### src/rtl/erf_pkg.sv
// Shared constants, types and state encoding for the extreme row finder.
package erf_pkg;

   localparam int MAX_COLUMNS = 8;
   localparam int MAX_ROWS    = 1024;
   localparam int COL_W       = $clog2(MAX_COLUMNS);
   localparam int ROW_W       = 11;
   localparam int VAL_W       = 32;
   localparam int CFG_W       = 4;
   localparam logic [CFG_W-1:0] CFG_RESET = CFG_W'(MAX_COLUMNS);

   typedef struct packed {
      logic load;     // first valid row of the set: take the value everywhere
      logic min_we;   // this lane takes the row as new minimum holder
      logic max_we;   // this lane takes the row as new maximum holder
   } lane_ctrl_type;

   typedef struct packed {
      logic lt;       // incoming value strictly below held minimum
      logic gt;       // incoming value strictly above held maximum
   } lane_flag_type;

   typedef enum logic {
      ST_ROWS,
      ST_EMIT
   } state_type;

endpackage

### src/rtl/erf_if.sv
// Valid/ready channel interfaces for rows, results and the column register.
interface erf_req_if;
   logic                           valid;
   logic                           ready;
   logic                           row_valid;
   logic signed [erf_pkg::VAL_W-1:0] value_0;
   logic signed [erf_pkg::VAL_W-1:0] value_1;
   logic signed [erf_pkg::VAL_W-1:0] value_2;
   logic signed [erf_pkg::VAL_W-1:0] value_3;
   logic signed [erf_pkg::VAL_W-1:0] value_4;
   logic signed [erf_pkg::VAL_W-1:0] value_5;
   logic signed [erf_pkg::VAL_W-1:0] value_6;
   logic signed [erf_pkg::VAL_W-1:0] value_7;
   logic                           last_row;

   modport source (output valid, row_valid, value_0, value_1, value_2, value_3,
                   value_4, value_5, value_6, value_7, last_row, input ready);
   modport sink   (input valid, row_valid, value_0, value_1, value_2, value_3,
                   value_4, value_5, value_6, value_7, last_row, output ready);
endinterface

interface erf_rsp_if;
   logic                       valid;
   logic                       ready;
   logic [erf_pkg::COL_W-1:0]  column_index;
   logic [erf_pkg::ROW_W-1:0]  min_row;
   logic [erf_pkg::ROW_W-1:0]  max_row;
   logic                       last_result;

   modport source (output valid, column_index, min_row, max_row, last_result,
                   input ready);
   modport sink   (input valid, column_index, min_row, max_row, last_result,
                   output ready);
endinterface

interface erf_csr_if;
   logic                       valid;
   logic                       ready;
   logic [erf_pkg::CFG_W-1:0]  data;

   modport source (output valid, data, input ready);
   modport sink   (input valid, data, output ready);
endinterface

### src/rtl/erf_lane.sv
// One column lane: held extremes, their holder rows and the strict compares.
module erf_lane (
   input  logic                                clock,
   input  logic signed [erf_pkg::VAL_W-1:0]    value,
   input  logic        [erf_pkg::ROW_W-1:0]    row,
   input  erf_pkg::lane_ctrl_type              ctrl,
   output erf_pkg::lane_flag_type              flag,
   output logic        [erf_pkg::ROW_W-1:0]    min_holder,
   output logic        [erf_pkg::ROW_W-1:0]    max_holder
);

   logic signed [erf_pkg::VAL_W-1:0] min_value_ff, min_value_in;
   logic signed [erf_pkg::VAL_W-1:0] max_value_ff, max_value_in;
   logic        [erf_pkg::ROW_W-1:0] min_holder_ff, min_holder_in;
   logic        [erf_pkg::ROW_W-1:0] max_holder_ff, max_holder_in;

   assign flag.lt = value < min_value_ff;
   assign flag.gt = value > max_value_ff;

   always_comb begin
      min_value_in  = min_value_ff;
      max_value_in  = max_value_ff;
      min_holder_in = min_holder_ff;
      max_holder_in = max_holder_ff;
      if (ctrl.load || ctrl.min_we) begin
         min_value_in  = value;
         min_holder_in = row;
      end
      if (ctrl.load || ctrl.max_we) begin
         max_value_in  = value;
         max_holder_in = row;
      end
   end

   // value stores are written by the first valid row before any read
   always_ff @(posedge clock) begin
      min_value_ff  <= min_value_in;
      max_value_ff  <= max_value_in;
      min_holder_ff <= min_holder_in;
      max_holder_ff <= max_holder_in;
   end

   assign min_holder = min_holder_ff;
   assign max_holder = max_holder_ff;

endmodule

### src/rtl/erf_merge.sv
// Merges lane compare flags: lowest active column wins, separately for min and max.
module erf_merge (
   input  logic                                 clock,
   input  logic                                 reset,
   input  erf_pkg::lane_flag_type               flag [erf_pkg::MAX_COLUMNS],
   input  logic [erf_pkg::MAX_COLUMNS-1:0]      active,
   input  logic                                 row_go,
   input  logic                                 first,
   output erf_pkg::lane_ctrl_type               ctrl [erf_pkg::MAX_COLUMNS]
);

   logic [erf_pkg::MAX_COLUMNS-1:0] lt_vec, gt_vec, min_grant, max_grant;

   always_comb begin
      for (int j = 0; j < erf_pkg::MAX_COLUMNS; j++) begin
         lt_vec[j] = flag[j].lt & active[j];
         gt_vec[j] = flag[j].gt & active[j];
      end
   end

   // isolate lowest set bit
   assign min_grant = lt_vec & (~lt_vec + 1'b1);
   assign max_grant = gt_vec & (~gt_vec + 1'b1);

   always_comb begin
      for (int j = 0; j < erf_pkg::MAX_COLUMNS; j++) begin
         ctrl[j].load   = row_go & first;
         ctrl[j].min_we = row_go & ~first & min_grant[j];
         ctrl[j].max_we = row_go & ~first & max_grant[j];
      end
   end

   a_min_grant_onehot: assert property (@(posedge clock) disable iff (reset)
      $onehot0(min_grant)) else $error("more than one min holder update");
   a_max_grant_onehot: assert property (@(posedge clock) disable iff (reset)
      $onehot0(max_grant)) else $error("more than one max holder update");
   a_grant_active: assert property (@(posedge clock) disable iff (reset)
      ((min_grant | max_grant) & ~active) == '0)
      else $error("update granted to a column not in use");

endmodule

### src/rtl/extreme_row_finder_top.sv
// Extreme row finder top level: row intake, set state and result sequencer.
// Accepts one row per clock while a set is open; all columns are compared in
// parallel lanes and merged in the same cycle. A row with last_row set closes
// the set: the block then stops taking rows and emits one result per column
// in use, one per cycle while the result side is ready. The result sequencer
// reads one lane's holders per cycle through a single output register. Rows
// beyond the row limit are neither counted nor compared.
module extreme_row_finder_top (
   input  logic        clock,
   input  logic        reset,
   erf_req_if.sink     req_ch,
   erf_rsp_if.source   rsp_ch,
   erf_csr_if.sink     csr_ch
);

   localparam int NC = erf_pkg::MAX_COLUMNS;

   erf_pkg::state_type              state_ff, state_in;
   logic [erf_pkg::CFG_W-1:0]       cfg_ff, cfg_in;
   logic [erf_pkg::CFG_W-1:0]       ncol, ncol_ff, ncol_in;
   logic [NC-1:0]                   active;
   logic [erf_pkg::ROW_W-1:0]       row_count_ff, row_count_in;
   logic                            seen_valid_ff, seen_valid_in;
   logic [erf_pkg::COL_W-1:0]       emit_idx_ff, emit_idx_in;
   logic                            rsp_valid_ff, rsp_valid_in;
   logic [erf_pkg::COL_W-1:0]       column_index_ff, column_index_in;
   logic [erf_pkg::ROW_W-1:0]       min_row_ff, min_row_in;
   logic [erf_pkg::ROW_W-1:0]       max_row_ff, max_row_in;
   logic                            last_result_ff, last_result_in;

   logic                            req_fire, counting, row_go, last_fire;
   logic                            out_load, emit_done;
   logic signed [erf_pkg::VAL_W-1:0] values [NC];
   erf_pkg::lane_flag_type          flag [NC];
   erf_pkg::lane_ctrl_type          ctrl [NC];
   logic [erf_pkg::ROW_W-1:0]       min_holder [NC];
   logic [erf_pkg::ROW_W-1:0]       max_holder [NC];

   // configuration
   assign csr_ch.ready = 1'b1;
   assign cfg_in = (csr_ch.valid && csr_ch.ready) ? csr_ch.data : cfg_ff;

   always_comb begin
      if (cfg_ff == '0) begin
         ncol = erf_pkg::CFG_W'(1);
      end else if (cfg_ff > erf_pkg::CFG_W'(NC)) begin
         ncol = erf_pkg::CFG_W'(NC);
      end else begin
         ncol = cfg_ff;
      end
      for (int j = 0; j < NC; j++) begin
         active[j] = erf_pkg::CFG_W'(j) < ncol;
      end
   end

   assign values[0] = req_ch.value_0;
   assign values[1] = req_ch.value_1;
   assign values[2] = req_ch.value_2;
   assign values[3] = req_ch.value_3;
   assign values[4] = req_ch.value_4;
   assign values[5] = req_ch.value_5;
   assign values[6] = req_ch.value_6;
   assign values[7] = req_ch.value_7;

   // outputs of the state machine
   always_comb begin
      req_ch.ready = state_ff == erf_pkg::ST_ROWS;
      out_load     = (state_ff == erf_pkg::ST_EMIT) && (!rsp_valid_ff || rsp_ch.ready);
      emit_done    = out_load &&
                     ({1'b0, emit_idx_ff} + erf_pkg::CFG_W'(1)) == ncol_ff;
   end

   // next state
   always_comb begin
      state_in = state_ff;
      case (state_ff)
         erf_pkg::ST_ROWS: begin
            if (last_fire) state_in = erf_pkg::ST_EMIT;
         end
         erf_pkg::ST_EMIT: begin
            if (emit_done) state_in = erf_pkg::ST_ROWS;
         end
         default: state_in = erf_pkg::ST_ROWS;
      endcase
   end

   assign req_fire  = req_ch.valid && req_ch.ready;
   assign counting  = row_count_ff < erf_pkg::ROW_W'(erf_pkg::MAX_ROWS);
   assign row_go    = req_fire && counting && req_ch.row_valid;
   assign last_fire = req_fire && req_ch.last_row;

   genvar g;
   generate
      for (g = 0; g < NC; g++) begin : g_lane
         erf_lane u_lane (
            .clock      (clock),
            .value      (values[g]),
            .row        (row_count_ff),
            .ctrl       (ctrl[g]),
            .flag       (flag[g]),
            .min_holder (min_holder[g]),
            .max_holder (max_holder[g])
         );
      end
   endgenerate

   erf_merge u_merge (
      .clock  (clock),
      .reset  (reset),
      .flag   (flag),
      .active (active),
      .row_go (row_go),
      .first  (!seen_valid_ff),
      .ctrl   (ctrl)
   );

   // set state
   always_comb begin
      row_count_in  = row_count_ff;
      seen_valid_in = seen_valid_ff;
      ncol_in       = ncol_ff;
      emit_idx_in   = emit_idx_ff;
      if (req_fire && counting) row_count_in = row_count_ff + 1'b1;
      if (row_go) seen_valid_in = 1'b1;
      if (last_fire) begin
         ncol_in     = ncol;
         emit_idx_in = '0;
      end
      if (out_load) emit_idx_in = emit_idx_ff + 1'b1;
      if (emit_done) begin
         row_count_in  = '0;
         seen_valid_in = 1'b0;
      end
   end

   // result register
   always_comb begin
      rsp_valid_in    = rsp_valid_ff && !rsp_ch.ready;
      column_index_in = column_index_ff;
      min_row_in      = min_row_ff;
      max_row_in      = max_row_ff;
      last_result_in  = last_result_ff;
      if (out_load) begin
         rsp_valid_in    = 1'b1;
         column_index_in = emit_idx_ff;
         min_row_in      = seen_valid_ff ? min_holder[emit_idx_ff] : row_count_ff;
         max_row_in      = seen_valid_ff ? max_holder[emit_idx_ff] : row_count_ff;
         last_result_in  = emit_done;
      end
   end

   always_ff @(posedge clock) begin
      if (reset) begin
         state_ff      <= erf_pkg::ST_ROWS;
         cfg_ff        <= erf_pkg::CFG_RESET;
         ncol_ff       <= erf_pkg::CFG_RESET;
         row_count_ff  <= '0;
         seen_valid_ff <= 1'b0;
         emit_idx_ff   <= '0;
         rsp_valid_ff  <= 1'b0;
      end else begin
         state_ff      <= state_in;
         cfg_ff        <= cfg_in;
         ncol_ff       <= ncol_in;
         row_count_ff  <= row_count_in;
         seen_valid_ff <= seen_valid_in;
         emit_idx_ff   <= emit_idx_in;
         rsp_valid_ff  <= rsp_valid_in;
      end
   end

   always_ff @(posedge clock) begin
      column_index_ff <= column_index_in;
      min_row_ff      <= min_row_in;
      max_row_ff      <= max_row_in;
      last_result_ff  <= last_result_in;
   end

   assign rsp_ch.valid        = rsp_valid_ff;
   assign rsp_ch.column_index = column_index_ff;
   assign rsp_ch.min_row      = min_row_ff;
   assign rsp_ch.max_row      = max_row_ff;
   assign rsp_ch.last_result  = last_result_ff;

   a_no_rows_in_emit: assert property (@(posedge clock) disable iff (reset)
      state_ff == erf_pkg::ST_EMIT |-> !req_ch.ready)
      else $error("row taken while results are being emitted");
   a_emit_idx_range: assert property (@(posedge clock) disable iff (reset)
      state_ff == erf_pkg::ST_EMIT |-> {1'b0, emit_idx_ff} < ncol_ff)
      else $error("emit index beyond columns in use");
   a_set_cleared: assert property (@(posedge clock) disable iff (reset)
      emit_done |=> (row_count_ff == '0) && !seen_valid_ff)
      else $error("set state not cleared after final result");
   a_row_limit: assert property (@(posedge clock) disable iff (reset)
      row_count_ff <= erf_pkg::ROW_W'(erf_pkg::MAX_ROWS))
      else $error("row count beyond limit");

endmodule

### src/flat_wrapper.sv
// flat-port wrapper written by rule: the top's interface ports become plain ports
module extreme_row_finder_top_flat 
  (clock, reset, req_ch_valid, req_ch_row_valid, req_ch_value_0, req_ch_value_1, req_ch_value_2, req_ch_value_3, req_ch_value_4, req_ch_value_5, req_ch_value_6, req_ch_value_7, req_ch_last_row, req_ch_ready, rsp_ch_valid, rsp_ch_column_index, rsp_ch_min_row, rsp_ch_max_row, rsp_ch_last_result, rsp_ch_ready, csr_ch_valid, csr_ch_data, csr_ch_ready);
  erf_req_if req_ch_i ();
  erf_rsp_if rsp_ch_i ();
  erf_csr_if csr_ch_i ();
  input  logic clock;
  input  logic reset;
  input wire logic [$bits(req_ch_i.valid)-1:0] req_ch_valid;
  input wire logic [$bits(req_ch_i.row_valid)-1:0] req_ch_row_valid;
  input wire logic [$bits(req_ch_i.value_0)-1:0] req_ch_value_0;
  input wire logic [$bits(req_ch_i.value_1)-1:0] req_ch_value_1;
  input wire logic [$bits(req_ch_i.value_2)-1:0] req_ch_value_2;
  input wire logic [$bits(req_ch_i.value_3)-1:0] req_ch_value_3;
  input wire logic [$bits(req_ch_i.value_4)-1:0] req_ch_value_4;
  input wire logic [$bits(req_ch_i.value_5)-1:0] req_ch_value_5;
  input wire logic [$bits(req_ch_i.value_6)-1:0] req_ch_value_6;
  input wire logic [$bits(req_ch_i.value_7)-1:0] req_ch_value_7;
  input wire logic [$bits(req_ch_i.last_row)-1:0] req_ch_last_row;
  output wire logic [$bits(req_ch_i.ready)-1:0] req_ch_ready;
  output wire logic [$bits(rsp_ch_i.valid)-1:0] rsp_ch_valid;
  output wire logic [$bits(rsp_ch_i.column_index)-1:0] rsp_ch_column_index;
  output wire logic [$bits(rsp_ch_i.min_row)-1:0] rsp_ch_min_row;
  output wire logic [$bits(rsp_ch_i.max_row)-1:0] rsp_ch_max_row;
  output wire logic [$bits(rsp_ch_i.last_result)-1:0] rsp_ch_last_result;
  input wire logic [$bits(rsp_ch_i.ready)-1:0] rsp_ch_ready;
  input wire logic [$bits(csr_ch_i.valid)-1:0] csr_ch_valid;
  input wire logic [$bits(csr_ch_i.data)-1:0] csr_ch_data;
  output wire logic [$bits(csr_ch_i.ready)-1:0] csr_ch_ready;
  assign req_ch_i.valid = req_ch_valid;
  assign req_ch_i.row_valid = req_ch_row_valid;
  assign req_ch_i.value_0 = req_ch_value_0;
  assign req_ch_i.value_1 = req_ch_value_1;
  assign req_ch_i.value_2 = req_ch_value_2;
  assign req_ch_i.value_3 = req_ch_value_3;
  assign req_ch_i.value_4 = req_ch_value_4;
  assign req_ch_i.value_5 = req_ch_value_5;
  assign req_ch_i.value_6 = req_ch_value_6;
  assign req_ch_i.value_7 = req_ch_value_7;
  assign req_ch_i.last_row = req_ch_last_row;
  assign req_ch_ready = req_ch_i.ready;
  assign rsp_ch_valid = rsp_ch_i.valid;
  assign rsp_ch_column_index = rsp_ch_i.column_index;
  assign rsp_ch_min_row = rsp_ch_i.min_row;
  assign rsp_ch_max_row = rsp_ch_i.max_row;
  assign rsp_ch_last_result = rsp_ch_i.last_result;
  assign rsp_ch_i.ready = rsp_ch_ready;
  assign csr_ch_i.valid = csr_ch_valid;
  assign csr_ch_i.data = csr_ch_data;
  assign csr_ch_ready = csr_ch_i.ready;
  extreme_row_finder_top u_core (.clock(clock), .reset(reset), .req_ch(req_ch_i), .rsp_ch(rsp_ch_i), .csr_ch(csr_ch_i));
endmodule
### config.mk
export PLATFORM = sky130hd
export DESIGN_NAME = extreme_row_finder_top_flat
export DESIGN_NICKNAME = d
export VERILOG_FILES = /design/src/rtl/erf_pkg.sv /design/src/rtl/erf_if.sv /design/src/rtl/erf_lane.sv /design/src/rtl/erf_merge.sv /design/src/rtl/extreme_row_finder_top.sv /design/src/flat_wrapper.sv
export SDC_FILE = /design/constraint.sdc
export NUM_CORES = 1
export LEC_CHECK = 0
export ABC_AREA = 1
export BUFFER_PORTS_ARGS = -buffer_cell sky130_fd_sc_hd__clkbuf_2
export CORE_MARGIN = 2
export CORE_UTILIZATION = 40
export DETAILED_ROUTE_END_ITERATION = 8
export GPL_TIMING_DRIVEN = 1
export SLEW_MARGIN = 20
export SYNTH_ARGS = -nofsm -noshare
export SYNTH_HDL_FRONTEND = slang
export SYNTH_SLANG_ARGS = --single-unit
### constraint.sdc
create_clock -name clock -period 5.95 [get_ports clock]
set_input_delay 0 -clock clock [delete_from_list [all_inputs] [get_ports clock]]
set_output_delay 0 -clock clock [all_outputs]
set_load 0.005 [all_outputs]
# Yosys cells after proc, flatten, opt, wreduce, memory -nomap -nowiden
# Index checks and enable logic that the tools add are counted.
[totals] regBits=739 latchBits=0 mem_bits_rw=0 romBits=0 inputBits=267 output_inout_bits=29 elab_cells=162 mem_count=0
[classes] addsub=5 mul=0 n_div=0 order_cmp=27 eq_ne=1 shift=0 muxes=16 n_bitwise=40 n_reduce_logical=30
[op_table] operator="greater-than comparator 32 bit" n=8
[op_table] operator="less-than comparator 32 bit" n=8
[op_table] operator="binary-select mux 11 bit (select 3 bit)" n=2
[op_table] operator="2-to-1 mux 11 bit" n=6
[op_table] operator="bitwise AND 1 bit" n=34
[op_table] operator="logical OR 1 bit" n=17
[op_table] operator="adder 8 x 1 -> 8 bit (second input constant)" n=2
[op_table] operator="bitwise AND 8 bit" n=2
[op_table] operator="less-than comparator 3 x 4 -> 1 bit (first input constant)" n=4
[op_table] operator="inverter 8 bit" n=2
[op_table] operator="adder 11 x 1 -> 11 bit (second input constant)" n=1
[op_table] operator="less-than comparator 11 bit (second input constant)" n=1
[op_table] operator="less-than comparator 1 x 4 -> 1 bit (first input constant)" n=2
[op_table] operator="less-than comparator 2 x 4 -> 1 bit (first input constant)" n=2
[op_table] operator="2-to-1 mux 4 bit" n=2
[op_table] operator="logical AND 1 bit" n=7
[op_table] operator="2-to-1 mux 3 bit" n=2
[op_table] operator="adder 3 x 1 -> 4 bit (second input constant)" n=1
[op_table] operator="== test 4 bit" n=1
[op_table] operator=">= comparator 4 bit (second input constant)" n=1
[op_table] operator="greater-than comparator 4 bit (second input constant)" n=1
[op_table] operator="zero test 4 bit" n=1
[op_table] operator="inverter 3 -> 4 bit" n=1
[op_table] operator="adder 3 x 1 -> 3 bit (second input constant)" n=1
[op_table] operator="6 further kinds" n=10

# Depth between registers and ports, before layout
# Gate-level depths: netlist of the first run.
[depth] word_depth=10 depth_mapped=20 ltp_nobuf=20

# Hierarchy
# From an unflattened synthesis of the first run, not the netlist that was laid out.
[hier_totals] hier_cells=3602 area_unflattened_um2=38633.3
[modules_own_cells] module="erf_lane" instances=8 cells_per_inst=371 area_each_um2=4317.9
[modules_own_cells] module="extreme_row_finder_top" instances=1 cells_per_inst=554 area_each_um2=3728.6
[modules_own_cells] module="erf_merge" instances=1 cells_per_inst=80 area_each_um2=361.6

# Worst setup path before layout of the first run
# OpenSTA, ideal clock, no wires.
[synth_timing] path_type="reg-to-reg" start="register u_core.g_lane[0].u_lane.min_value_ff[31] (netlist name)" end="register u_core.g_lane[2].u_lane.min_holder_ff (netlist bit u_core.g_lane[2].u_lane.min_holder[0]) (enable)" arrival_time_ps=4562 path_slack_ps=885 stages_incl_launch_ff=12 n_path_buf=0 period_less_slack_ps=5065 path_cell_list="edfxtp_1 inv_1 ha_1 nand2_1 nor4_1 inv_1 o21a_1 nand2_1 nand2_1 nand2_1 nand2_1 o21ai_0"
[synth_between] elab_chain_len=7
[synth_lines] item="start: declaration" line="erf_lane.sv:12" source="logic signed [erf_pkg::VAL_W-1:0] min_value_ff, min_value_in;"
[synth_lines] item="start signal: assignment" line="erf_lane.sv:37" source="min_value_ff <= min_value_in;"
[synth_lines] item="less-than comparator 32 bit" line="erf_lane.sv:17" source="assign flag.lt = value < min_value_ff;"
[synth_lines] item="bitwise AND 1 bit" line="erf_merge.sv:16" source="lt_vec[j] = flag[j].lt & active[j];"
[synth_lines] item="inverter 8 bit" line="erf_merge.sv:22" source="assign min_grant = lt_vec & (~lt_vec + 1'b1);"
[synth_lines] item="adder 8 x 1 -> 8 bit" line="erf_merge.sv:22"
[synth_lines] item="bitwise AND 8 bit" line="erf_merge.sv:22"
[synth_lines] item="bitwise AND 1 bit" line="erf_merge.sv:28" source="ctrl[j].min_we = row_go & ~first & min_grant[j];"
[synth_lines] item="logical OR 1 bit" line="erf_lane.sv:25" source="if (ctrl.load || ctrl.min_we) begin"
[synth_lines] item="end signal: assignment" line="erf_lane.sv:39" source="min_holder_ff <= min_holder_in;"
[synth_lines] item="end: declaration" line="erf_lane.sv:14" source="logic [erf_pkg::ROW_W-1:0] min_holder_ff, min_holder_in;"
# No other way between the ends.
# A chain may end at the register's enable or synchronous reset.

# Worst setup path in the final report of the first run
[layout_timing] start="register u_core.g_lane[2].u_lane.max_value_ff[31] (netlist name)" end="register u_core.g_lane[6].u_lane.max_value_ff[14] (netlist name) (enable)"
[layout_between] elab_chain_len=7
[layout_lines] item="start: declaration" line="erf_lane.sv:13" source="logic signed [erf_pkg::VAL_W-1:0] max_value_ff, max_value_in;"
[layout_lines] item="start signal: assignment" line="erf_lane.sv:38" source="max_value_ff <= max_value_in;"
[layout_lines] item="greater-than comparator 32 bit" line="erf_lane.sv:18" source="assign flag.gt = value > max_value_ff;"
[layout_lines] item="bitwise AND 1 bit" line="erf_merge.sv:17" source="gt_vec[j] = flag[j].gt & active[j];"
[layout_lines] item="inverter 8 bit" line="erf_merge.sv:23" source="assign max_grant = gt_vec & (~gt_vec + 1'b1);"
[layout_lines] item="adder 8 x 1 -> 8 bit" line="erf_merge.sv:23"
[layout_lines] item="bitwise AND 8 bit" line="erf_merge.sv:23"
[layout_lines] item="bitwise AND 1 bit" line="erf_merge.sv:29" source="ctrl[j].max_we = row_go & ~first & max_grant[j];"
[layout_lines] item="logical OR 1 bit" line="erf_lane.sv:29" source="if (ctrl.load || ctrl.max_we) begin"
[layout_lines] item="end signal: assignment" line="erf_lane.sv:38"
[layout_lines] item="end: declaration" line="erf_lane.sv:13"
# No other way between the ends.

==> results by group, run 1 <==
Status
  • Result of the run: finished clean

Detailed routing
  • Avg Vias per Cell: 4.74
  • Total number of vias: 25000
  • Antenna Violating Nets Remaining: 0
  • Routed Wire Length: 84700 um
  • DRC violations left: 0
  • Number of optimization iterations in the first detailed-route pass: 5
  • Wire length per cell: 16.0 um
  • DRT iter0 DRCs: 1408

Clock network
  • Post-CTS Repair Setup Buffers: 0
  • Total of cells resized after clock tree synthesis: 0
  • Clock network latency to the later pin of the worst-skew pair: 650 ps
  • TritonCTS clock tree: yes
  • Clock transition at path regs: approximately 60 ps
  • Number of sinks driven by the clock tree: 739
  • Number of buffers between clock root and the deepest sink: 3
  • Root buffer selected by CTS: sky130_fd_sc_hd__clkbuf_16
  • Deepest level of the CTS H-tree: 3
  • Num CTS Buffers: 84

Setup path
  • Arrival time of the worst setup path: 3790 ps
  • Depth of the most critical reg-to-reg path: 13
  • Maximum fanout along the worst path: 33
  • Kind of end point of the critical path: register
  • R2R Path Start: u_core.g_lane[2].u_lane.max_value_ff[31]
  • Reg2Reg Capture Point: u_core.g_lane[6].u_lane.max_value_ff[14]
  • Setup Crit Path Kind: reg2reg
  • Critical path startpoint category: register
  • Worst Path Required: 6220 ps
  • R2R setup slack: between 2000 and 2500 ps

Power
  • Ratio of total power to cell area: 275 mW/mm2
  • Post-layout total power: 12.7 mW
  • Leakage: 20.5 nW
  • Largest voltage drop on the vdd net: 0.211 mV

Die
  • Die Span X: 311 um
  • Starting Density: 0.404
  • Chip height: 311 um
  • Standard cell core area: 0.0933 mm2
  • I/O Pins: 296
  • Overall die area: 0.0967 mm2
  • # rows: ~110

Timing
  • Final Hold Fails: 0
  • Setup repair after global routing missed its margin: no
  • Remaining max-slew budget at the tightest pin: 0.308
  • Final Max Tran Viols: 0
  • Fin Setup TNS: 0 ps
  • Min Hold Slack: 108 ps
  • Period minus WS final: between 3000 and 4000 ps
  • Final setup slack of the worst path: 2430 ps
  • Maximum clock frequency: 0.284 GHz
  • Slew of the pin with the lowest slew margin: about 1000 ps
  • Worst clock skew on the final layout: 27.3 ps
  • Share of the clock period used by the worst path: 0.592
  • Number of setup violations in the final report: 0

Global routing
  • Largest net degree at the start of global routing: 71
  • Via count of the first global-routing pass: 25300
  • Number of antenna violations at the first check in global routing: 9
  • Wire length of the first global-routing pass: 135000 um
  • Tot GR Track Use: 0.176
  • Grt total ovfl: 0

Logic synthesis
  • Library cells used by synthesis: 46
  • Main flop type after synthesis: sky130_fd_sc_hd__edfxtp_1
  • Netlist Area Pre-Place: 0.0377 mm2
  • Register bit total from synthesis: 739
  • Simple-Gate Fraction of Synth Area: 0.0918
  • Largest family of logic cells by synthesized area: adder cells
  • Yosys synthesis warning count: 0
  • Post-synth ARST share: 0
  • Xor and xnor fraction of the mapped netlist area: 0.00163
  • Yosys top cell by area: sky130_fd_sc_hd__edfxtp_1
  • Synthesized-area fraction occupied by adder cells: 0.168
  • Area share of the leading cell type in the synthesized netlist: 0.569
  • Dominant cells by area after synthesis: sky130_fd_sc_hd__edfxtp_1 (57%), sky130_fd_sc_hd__ha_1 (17%), sky130_fd_sc_hd__inv_1 (6.3%)
  • Seq/Total Area, Yosys: 0.582
  • Library cell with the highest instance count after synthesis: sky130_fd_sc_hd__edfxtp_1
  • Cells after synthesis: between 3000 and 4000
  • Number of synthesized flops with an enable pin: 714
  • Average instance area after synthesis: 11.4 um2
  • Multiplexer area fraction after synthesis: 0.00850
  • Fraction of the mapped netlist area in compound gates: 0.0797
  • Top post-synthesis cells by count: sky130_fd_sc_hd__edfxtp_1 (714), sky130_fd_sc_hd__inv_1 (637), sky130_fd_sc_hd__ha_1 (506)
  • Mapped Nets: 4083

Finish
  • Final standard cell utilization of the core: 0.496
  • Area delta synth->final: 22.9%
  • Multi-input combinational cell area: about 0.013 mm2
  • Nets@finish: 4721
  • Area used by sequential logic in the layout: 0.0219 mm2
  • Fraction of layout instances using a drive strength above 1: 0.120
  • Filler Cell Count: 8320

Run
  • Number of max-cap violations: 0

Worst hold path
  • Number of cells on the worst hold path: 2
  • Path category of the worst min-delay check: in2reg
  • Hold Path End: u_core.g_lane[2].u_lane.max_value_ff[0]
  • Worst hold path startpoint: req_ch_value_2[0]

Placed design
  • Count of input and output buffers: 294
  • Worst setup slack before clock tree synthesis: ~2400 ps
  • DP HPWL: 58900 um
  • Routability Congestion: 0.810
==> critical path: stages (launching register included) <==
cell,delay (ps)
sky130_fd_sc_hd__edfxtp_1,330
sky130_fd_sc_hd__inv_1,40
sky130_fd_sc_hd__ha_1,320
sky130_fd_sc_hd__nand2_1,90
sky130_fd_sc_hd__nor2_1,160
sky130_fd_sc_hd__nand4_1,140
sky130_fd_sc_hd__nor3_1,350
sky130_fd_sc_hd__a41oi_1,220
sky130_fd_sc_hd__nand3_1,310
sky130_fd_sc_hd__nand2_1,110
sky130_fd_sc_hd__nor2_2,180
sky130_fd_sc_hd__nand2_1,90
sky130_fd_sc_hd__nand2_2,280
sky130_fd_sc_hd__buf_4,490
==> timing repair <==
action / 4_1_cts / 5_1_grt
setup endpoints to repair: 0 / 0
endpoints found under the hold margin: 529 / 0
hold buffers: 274 / 0
==> where the power goes <==
group,internal (mW),switching [mW],total (mW)
Sequential,6.03,0.0805,6.11
Combinational,0.597,0.927,1.52
Clock,2.93,2.16,5.09
Total,9.56,3.17,12.7
==> flip-flops by register name (all words and copies together) (netlist names) <==
register	count
u_core.rsp_ch.max_row	11
u_core.cfg_ff	4
u_core.rsp_ch.last_result	1
u_core.seen_valid_ff	1
u_core.row_count_ff	11
u_core.g_lane.u_lane.min_value_ff	256
u_core.g_lane.u_lane.max_holder	88
u_core.g_lane.u_lane.min_holder	88
u_core.state_ff	1
u_core.g_lane.u_lane.max_value_ff	256
u_core.ncol_ff	4
u_core.emit_idx_ff	3
u_core.rsp_ch.column_index	3
u_core.rsp_ch.valid	1
u_core.rsp_ch.min_row	11
==> metrics by stage <==
step,std cells,area (um2)
6_report,5281,46300
5_1_grt,5281,46300
4_1_cts,5272,46300
3_5_place_dp,4842,40800
3_3_place_gp,4842,40800
2_1_floorplan,3310,37700
==> worst max-delay path by stage <==
stage	start	end	slack, ps
after floorplan	u_core.g_lane[0].u_lane.min_value_ff[31]	u_core.g_lane[2].u_lane.min_holder[0]	880
after detailed placement	u_core.g_lane[2].u_lane.max_value_ff[31]	u_core.g_lane[4].u_lane.max_value_ff[23]	2410
after global placement	u_core.g_lane[2].u_lane.max_value_ff[31]	u_core.g_lane[4].u_lane.max_value_ff[23]	2430
after global routing	u_core.g_lane[2].u_lane.max_value_ff[31]	u_core.g_lane[4].u_lane.max_value_ff[19]	2090
after CTS	u_core.g_lane[2].u_lane.max_value_ff[31]	u_core.g_lane[6].u_lane.max_value_ff[14]	2340
final	u_core.g_lane[2].u_lane.max_value_ff[31]	u_core.g_lane[6].u_lane.max_value_ff[14]	2430
==> cell families after synthesis <==
kind of cell | Yosys count
buffers and inverters | 678
AOI/OAI and AO/OA | 537
xor gates and xnor gates | 7
DFF | 739
muxes | 32
adders and majority gates | 506
other | 1
and+or+nand+nor | 810
==> cell type report <==
class | instances | share of cell area
diodes | 9 | 0.000486
clock buffers | 108 | 0.0489
clock inverters | 48 | 0.0100
inverters | 638 | 0.0517
multi-input cells | 1893 | 0.286
flip-flops and latches | 739 | 0.474
well taps | 1254 | 0.0339
repair buffers | 592 | 0.0949
==> layout by cell type (no fill, tap or decap), types with 17 or more instances in the layout <==
| cell | instances |
|---|---|
| sky130_fd_sc_hd__edfxtp_1 | 714 |
| sky130_fd_sc_hd__inv_1 | 635 |
| sky130_fd_sc_hd__ha_1 | 506 |
| sky130_fd_sc_hd__nand2_1 | 434 |
| sky130_fd_sc_hd__clkbuf_2 | 294 |
| sky130_fd_sc_hd__a21oi_1 | 276 |
| sky130_fd_sc_hd__dlygate4sd3_1 | 274 |
| sky130_fd_sc_hd__nor2_1 | 187 |
| sky130_fd_sc_hd__o21ai_0 | 151 |
| sky130_fd_sc_hd__clkbuf_16 | 84 |
| sky130_fd_sc_hd__nand3_1 | 68 |
| sky130_fd_sc_hd__nand4_1 | 40 |
| sky130_fd_sc_hd__mux2i_1 | 32 |
| sky130_fd_sc_hd__o221ai_1 | 32 |
| sky130_fd_sc_hd__nor3_1 | 26 |
| sky130_fd_sc_hd__o211ai_1 | 25 |
| sky130_fd_sc_hd__buf_4 | 24 |
| sky130_fd_sc_hd__dfxtp_1 | 23 |
| sky130_fd_sc_hd__clkbuf_1 | 17 |
==> metal layers <==
metal | vias to the layer above | GRT usage | share of wire
met4 | 0 | 0.0517 | 0.024
met1 | 11700 | 0.227 | 0.45
met2 | 421 | 0.304 | 0.48
li1 | 12800 | - | -
met3 | 124 | 0.0304 | 0.041
met5 | - | 0 | 0
Note: power is estimated with default switching activity, not from simulation.
==> inputs of run 2 (changes only) <==
Settings changed: ABC_AREA 1 to 0.
Clock period 5.95 ns to 3.6 ns, I/O delays scaled along.
==> run 2 against run 1 <==
Against the previous run: wire length down 3.2%; sequential power up 64%; core utilization up 1.1 points; critical path depth down 2; clock power up 75%; fmax up 1.9%; sequential share of layout area down 0.36 points; combinational power up 62%; largest power group unchanged; synthesized cell count down 14%.
==> results by group, run 2 <==
Finish
  • Area delta synth->final: 25.5%
  • Top library cells by usage in the layout, fill and taps aside: sky130_fd_sc_hd__edfxtp_1 (714), sky130_fd_sc_hd__inv_1 (523), sky130_fd_sc_hd__ha_1 (502)
  • Multi-input combinational cell area: 0.0134 mm2
  • Nets@finish: 4300
  • Most common library cell in the layout ignoring fill and taps: sky130_fd_sc_hd__edfxtp_1
  • Largest registers in the final layout: u_core.g_lane.u_lane.max_value_ff (256), u_core.g_lane.u_lane.min_value_ff (256)
  • Area used by sequential logic in the layout: 0.0219 mm2
  • Final non-filler cell total: 4843
  • Fraction of layout instances using a drive strength above 1: 0.160
  • Filler Cell Count: 8073

Detailed routing
  • Wire length per cell: 16.9 um
  • DRC violations left: 0
  • Avg Vias per Cell: 4.86
  • Total number of vias: 23600
  • Routed Wire Length: 82000 um
  • Antenna Violating Nets Remaining: 0
  • Number of optimization iterations in the first detailed-route pass: 7
  • DRT iter0 DRCs: around 1200

Global routing
  • Tot GR Track Use: 0.174
  • Wire length of the first global-routing pass: 130000 um
  • Number of antenna violations at the first check in global routing: 4
  • Largest net degree at the start of global routing: 48
  • Via count of the first global-routing pass: ~24000
  • Grt total ovfl: 0

Timing
  • Final Hold Fails: 0
  • Fin Setup TNS: 0 ps
  • Worst clock skew on the final layout: about 20 ps
  • Final Max Tran Viols: 0
  • Period minus WS final: 3460 ps
  • Slew of the pin with the lowest slew margin: 942 ps
  • Setup repair after global routing missed its margin: no
  • Remaining max-slew budget at the tightest pin: 0.372
  • Number of setup violations in the final report: 0
  • Share of the clock period used by the worst path: 0.960
  • Maximum clock frequency: 0.289 GHz

Logic synthesis
  • Yosys synthesis warning count: 0
  • Cells after synthesis: 2838
  • Dominant cells by area after synthesis: sky130_fd_sc_hd__edfxtp_1 (58%), sky130_fd_sc_hd__ha_1 (17%), sky130_fd_sc_hd__inv_1 (5.3%)
  • Number of synthesized flops with an enable pin: 714
  • Area share of the leading cell type in the synthesized netlist: 0.577
  • Post-synth ARST share: 0
  • Register bit total from synthesis: 739
  • Library cell with the highest instance count after synthesis: sky130_fd_sc_hd__edfxtp_1
  • Top post-synthesis cells by count: sky130_fd_sc_hd__edfxtp_1 (714), sky130_fd_sc_hd__inv_1 (524), sky130_fd_sc_hd__ha_1 (506)
  • Seq/Total Area, Yosys: 0.590
  • Yosys top cell by area: sky130_fd_sc_hd__edfxtp_1
  • Mapped Nets: 3611
  • Main flop type after synthesis: sky130_fd_sc_hd__edfxtp_1
  • Library cells used by synthesis: 84
  • Average instance area after synthesis: 13.1 um2
  • Netlist Area Pre-Place: 0.0372 mm2

Worst hold path
  • Number of cells on the worst hold path: 2
  • Path category of the worst min-delay check: in2reg
  • Hold Path End: u_core.g_lane[3].u_lane.min_value_ff[0]
  • Worst hold path startpoint: req_ch_value_3[0]

Die
  • I/O Pins: 296
  • # rows: 111
  • Overall die area: 0.0954 mm2
  • Die Span X: just over 300 um
  • Starting Density: 0.404
  • Chip height: 309 um
  • Standard cell core area: just over 0.09 mm2

Clock network
  • Number of buffers between clock root and the deepest sink: 3
  • Num CTS Buffers: 86
  • Root buffer selected by CTS: sky130_fd_sc_hd__clkbuf_16
  • TritonCTS clock tree: yes
  • Clock network latency to the later pin of the worst-skew pair: 640 ps
  • Number of sinks driven by the clock tree: 739
  • Deepest level of the CTS H-tree: 3
  • Clock transition at path regs: about 60 ps

Setup path
  • Setup Crit Path Kind: reg2reg
  • Reg2Reg Capture Point: u_core.g_lane[5].u_lane.min_value_ff[13]
  • CP peak stage delay: 460 ps
  • Kind of end point of the critical path: register
  • Slowest cell on the critical path: sky130_fd_sc_hd__or4_1
  • Maximum fanout along the worst path: 43
  • Cell Chain, Critical Path: inv_1, ha_1, nand4_1, or3_1, or4_1, a31o_1, a31oi_4, o211a_4, o211ai_4, o41ai_4, buf_12
  • Worst Path Required: 3910 ps
  • Critical path startpoint category: register
  • Arrival time of the worst setup path: around 3800 ps
  • R2R setup slack: 140 ps
  • Depth of the most critical reg-to-reg path: 11
  • R2R Path Start: u_core.g_lane[0].u_lane.min_value_ff[11]

Placed design
  • DP HPWL: 57400 um
  • Post-Place Cells: 4407
  • Routability Congestion: 0.793
  • Count of input and output buffers: 294

Power
  • Largest voltage drop on the vdd net: 0.436 mV
  • Ratio of total power to cell area: 458 mW/mm2
  • Leakage: 20.0 nW
  • Post-layout total power: 21.4 mW

Run
  • Number of max-cap violations: 0

Status
  • Result of the run: finished clean
run 2: changes by cell type after synthesis, sizes merged, moves of 14 or more:
cell    change
a21oi      -53
inv       -111
nand2b     +17
and4       +14
o221ai     -30
nand3      -32
nor2b      +15
a211oi     +17
a21o       +39
nand2     -315
nor2      -103
nand4      +39
o21ai      -64
mux4       +44
run 2: cell families (layout without fill, tap and decap cells):
group,after synthesis,after routing,synth area share
AOI/OAI and AO/OA,483,483,0.0793
xor gates and xnor gates,14,14,0.00330
adders and majority gates,506,506,0.170
buffers and inverters,552,1311,0.0559
DFF,739,739,0.590
muxes,79,79,0.0365
other,1,4,0.000101
and+or+nand+nor,464,464,0.0642
run 2: power breakdown:
group,total (mW),switching [mW],leakage (nW),internal (mW)
registers,10.0,0.119,6.94,9.90
clock network,8.91,3.55,1.42,5.36
logic,2.46,1.38,11.7,1.07
total,21.4,5.05,20.0,16.3
run 2: routing by layer:
layer	global-route usage	routed length, um	up-vias
li1	-	-	11900
met1	0.225	37000	11200
met2	0.300	39700	376
met3	0.0307	3350	126
met4	0.0471	1890	4
met5	0	27	-
run 2: how the worst max path moves through the flow:
stage                                                  start                                  endpoint  slack (ps)  cells after the start
CTS                 u_core.g_lane[0].u_lane.max_value_ff[14]   u_core.g_lane[5].u_lane.max_value_ff[6]          30                     11
finish              u_core.g_lane[0].u_lane.min_value_ff[11]  u_core.g_lane[5].u_lane.min_value_ff[13]         140                     11
floorplan           u_core.g_lane[0].u_lane.min_value_ff[15]     u_core.g_lane[5].u_lane.min_holder[0]        -530                     10
global route         u_core.g_lane[2].u_lane.max_value_ff[5]  u_core.g_lane[2].u_lane.max_value_ff[14]         0.9                     11
global placement    u_core.g_lane[0].u_lane.max_value_ff[14]  u_core.g_lane[5].u_lane.max_value_ff[14]          60                     11
detailed placement  u_core.g_lane[0].u_lane.max_value_ff[14]  u_core.g_lane[5].u_lane.max_value_ff[13]          30                     11
run 2: final cells by class:
type	instances	area share
Clock buffer	103	0.0493
Inverter	527	0.0424
Antenna cell	3	0.000161
Sequential cell	739	0.470
Timing Repair Buffer	626	0.104
Multi-Input combinational cell	1547	0.287
Tap cell	1243	0.0333
Clock inverter	55	0.0127
run 2: critical path, delay by kind of cell, from the launching register on:
kind                     cells  cell delay [ps]
AO/OA/AOI/OAI                5             1130
adder cells (fa/ha/maj)      1              300
buffers and inverters        2              350
flip-flops                   1              320
AND/OR/NAND/NOR              3              990
run 2: metrics by stage:
stage	worst slack [ps]	cell area [um2]	hold slack, ps	utilization
final	144	46700	125	0.507
after global placement	61.7	41000	222	0.445
after floorplan	-532	37400	69.1	-
after global routing	0.900	46600	107	0.507
after CTS	25.9	46600	74.3	0.507
after detailed placement	28.3	41000	226	0.445
run 2: what timing repair did:
item | in CTS | in global routing
gates resized for setup | 0 | 6
endpoints found under the setup margin | 0 | 222
setup buffers | 0 | 0
endpoints found under the hold margin | 529 | 0
hold buffers | 273 | 0
==> inputs of run 3 (changes only) <==
Clock period 3.6 ns to 2.89 ns, I/O delays scaled along.
==> run 3 against run 2 <==
Against the previous run: the run now ends with setup timing left; critical endpoint is now u_core.g_lane[7].u_lane.min_value_ff[1]; core utilization increased by 4.4 points; die area unchanged; flip-flop and latch count unchanged; cell area rose by 8.7%; sequential share of layout area shrank 3.8 points; critical path depth rose by 3; register-to-register slack worse by 780 ps.
==> results by group, run 3 (synthesis gave the netlist of run 2 again) <==
Status
  • Result of the run: finished with violations
  • Violated checks: setup timing

Setup path
  • Critical path startpoint category: register
  • CP peak stage delay: 420 ps
  • Cell Chain, Critical Path: inv_1, ha_4, nand4_1, or3_1, or4_4, a31o_1, a31oi_4, o211a_4, o211ai_4, buf_12, o41ai_4, buf_6, buf_4, buf_6
  • Cell occurring most often along the worst timing path: sky130_fd_sc_hd__buf_6
  • R2R setup slack: -640 ps
  • Maximum fanout along the worst path: 5
  • Reg2Reg Capture Point: u_core.g_lane[7].u_lane.min_value_ff[1]
  • Slowest cell on the critical path: sky130_fd_sc_hd__or4_4
  • Worst Path Required: 3240 ps
  • R2R Path Start: u_core.g_lane[0].u_lane.min_value_ff[10]
  • Arrival time of the worst setup path: between 3000 and 4000 ps
  • Family with the most delay on the worst path: compound AO/OA/AOI/OAI gates
  • Number of buffer and inverter instances along the worst setup path: 5
  • Kind of end point of the critical path: register
  • Depth of the most critical reg-to-reg path: 14
  • Setup Crit Path Kind: reg2reg

Finish
  • Area delta synth->final: 36.5%
  • Multi-input combinational cell area: between 0.01 and 0.015 mm2
  • Fraction of layout instances using a drive strength above 1: 0.240
  • Top library cells by usage in the layout, fill and taps aside: sky130_fd_sc_hd__edfxtp_1 (714), sky130_fd_sc_hd__inv_1 (514), sky130_fd_sc_hd__ha_1 (485)
  • Final non-filler cell total: 5174
  • Most common library cell in the layout ignoring fill and taps: sky130_fd_sc_hd__edfxtp_1
  • Nets@finish: 4628
  • Filler Cell Count: 7613
  • Final standard cell utilization of the core: 0.552
  • Area of all placed cells without fillers: 0.0507 mm2
  • Largest registers in the final layout: u_core.g_lane.u_lane.max_value_ff (256), u_core.g_lane.u_lane.min_value_ff (256)
  • Area used by sequential logic in the layout: 0.0219 mm2

Detailed routing
  • Avg Vias per Cell: a little under 5
  • DRC violations left: 0
  • Wire length per cell: approximately 19 um
  • Number of optimization iterations in the first detailed-route pass: 5
  • Routed Wire Length: 97000 um
  • Total number of vias: around 26000
  • Antenna Violating Nets Remaining: 0
  • DRT iter0 DRCs: 1715

Global routing
  • Number of antenna violations at the first check in global routing: 8
  • Via count of the first global-routing pass: 26200
  • Grt total ovfl: 0
  • Wire length of the first global-routing pass: 145000 um
  • Tot GR Track Use: 0.197
  • Largest net degree at the start of global routing: 47

Timing
  • Slew of the pin with the lowest slew margin: 763 ps
  • Period minus WS final: 3530 ps
  • Setup repair after global routing missed its margin: yes
  • Maximum clock frequency: ~0.28 GHz
  • Worst clock skew on the final layout: 35.1 ps
  • Final setup slack of the worst path: -637 ps
  • Final Max Tran Viols: 0
  • Number of setup violations in the final report: 688
  • Share of the clock period used by the worst path: 1.22
  • Final Hold Fails: 0
  • Remaining max-slew budget at the tightest pin: 0.491

Clock network
  • Clock network latency to the later pin of the worst-skew pair: 650 ps
  • Root buffer selected by CTS: sky130_fd_sc_hd__clkbuf_16
  • Clock transition at path regs: about 60 ps
  • Number of buffers between clock root and the deepest sink: 3
  • Number of sinks driven by the clock tree: 739
  • Num CTS Buffers: 85
  • Deepest level of the CTS H-tree: 3
  • TritonCTS clock tree: yes

Die
  • Starting Density: 0.404
  • Die Span X: just over 300 um
  • I/O Pins: 296
  • Overall die area: 0.0954 mm2
  • # rows: 111
  • Chip height: 309 um
  • Standard cell core area: 0.0919 mm2

Power
  • Largest voltage drop on the vdd net: 0.537 mV
  • Ratio of total power to cell area: 534 mW/mm2
  • Leakage: 22.0 nW

Placed design
  • Routability Congestion: 0.804
  • Count of input and output buffers: 294
  • DP HPWL: 62400 um
  • Post-Place Cells: 4619
  • Placed Area: 0.0427 mm2

Worst hold path
  • Number of cells on the worst hold path: 4
  • Worst hold path startpoint: req_ch_row_valid
  • Path category of the worst min-delay check: in2reg
  • Hold Path End: u_core.seen_valid_ff

Run
  • Number of max-cap violations: 0
==> run 3: per-stage QoR <==
stage	hold WS (ps)	total power, mW	setup TNS, ps	setup slack, ps
6_report	62.6	27.1	-284070	-637
5_1_grt	70.3	28.2	-375460	-752
4_1_cts	9.48	27.2	-230940	-556
3_5_place_dp	218	15.8	-267230	-690
3_3_place_gp	208	15.7	-239780	-653
2_1_floorplan	69.1	14.3	-322010	-1240
==> run 3: worst max path at each step <==
| stage | depth (start not counted) | from | end | slack [ps] |
|---|---|---|---|---|
| finish | 14 | u_core.g_lane[0].u_lane.min_value_ff[10] | u_core.g_lane[7].u_lane.min_value_ff[1] | -640 |
| global route | 14 | u_core.g_lane[0].u_lane.max_value_ff[10] | u_core.g_lane[4].u_lane.max_value_ff[26] | -750 |
| CTS | 12 | u_core.g_lane[0].u_lane.min_value_ff[12] | u_core.g_lane[7].u_lane.min_value_ff[13] | -560 |
| detailed placement | 12 | u_core.g_lane[4].u_lane.max_value_ff[9] | u_core.g_lane[7].u_lane.max_holder[5] | -690 |
| global placement | 12 | u_core.g_lane[4].u_lane.max_value_ff[11] | u_core.g_lane[7].u_lane.max_value_ff[14] | -650 |
| floorplan | 10 | u_core.g_lane[0].u_lane.min_value_ff[15] | u_core.g_lane[5].u_lane.min_holder[0] | -1240 |
==> run 3: area by class of cell <==
type                       count  area share
antenna                        7    0.000345
multi-input combinational   1547       0.273
timing repair buffer         955       0.171
inverter                     527      0.0390
clock inverter                45     0.00728
tap                         1243      0.0307
clock buffer                 111      0.0459
sequential                   739       0.433
==> run 3: worst min-delay path, stage by stage <==
cell	delay, ps
sky130_fd_sc_hd__clkbuf_2	90
sky130_fd_sc_hd__nand2_1	110
sky130_fd_sc_hd__buf_4	250
sky130_fd_sc_hd__a21oi_1	190
==> run 3: power by group <==
group | total (mW) | leakage, nW | internal, mW | switching (mW)
clock | 10.5 | 1.31 | 6.12 | 4.42
sequential | 12.5 | 6.94 | 12.3 | 0.133
combinational | 4.09 | 13.7 | 2.02 | 2.08
==> run 3: metal layers <==
layer	GRT usage	wire length, um
met2	0.332	46300
met5	0	10
met1	0.257	43000
met4	0.0663	2560
met3	0.0340	5080
==> run 3: what timing repair did <==
item,4_1_cts,5_1_grt
hold buffers,273,0
pin swaps,20,29
endpoints found under the hold margin,526,0
buffers inserted,43,37
cloned,31,34
setup endpoints to repair,645,688
gates resized for setup,95,90
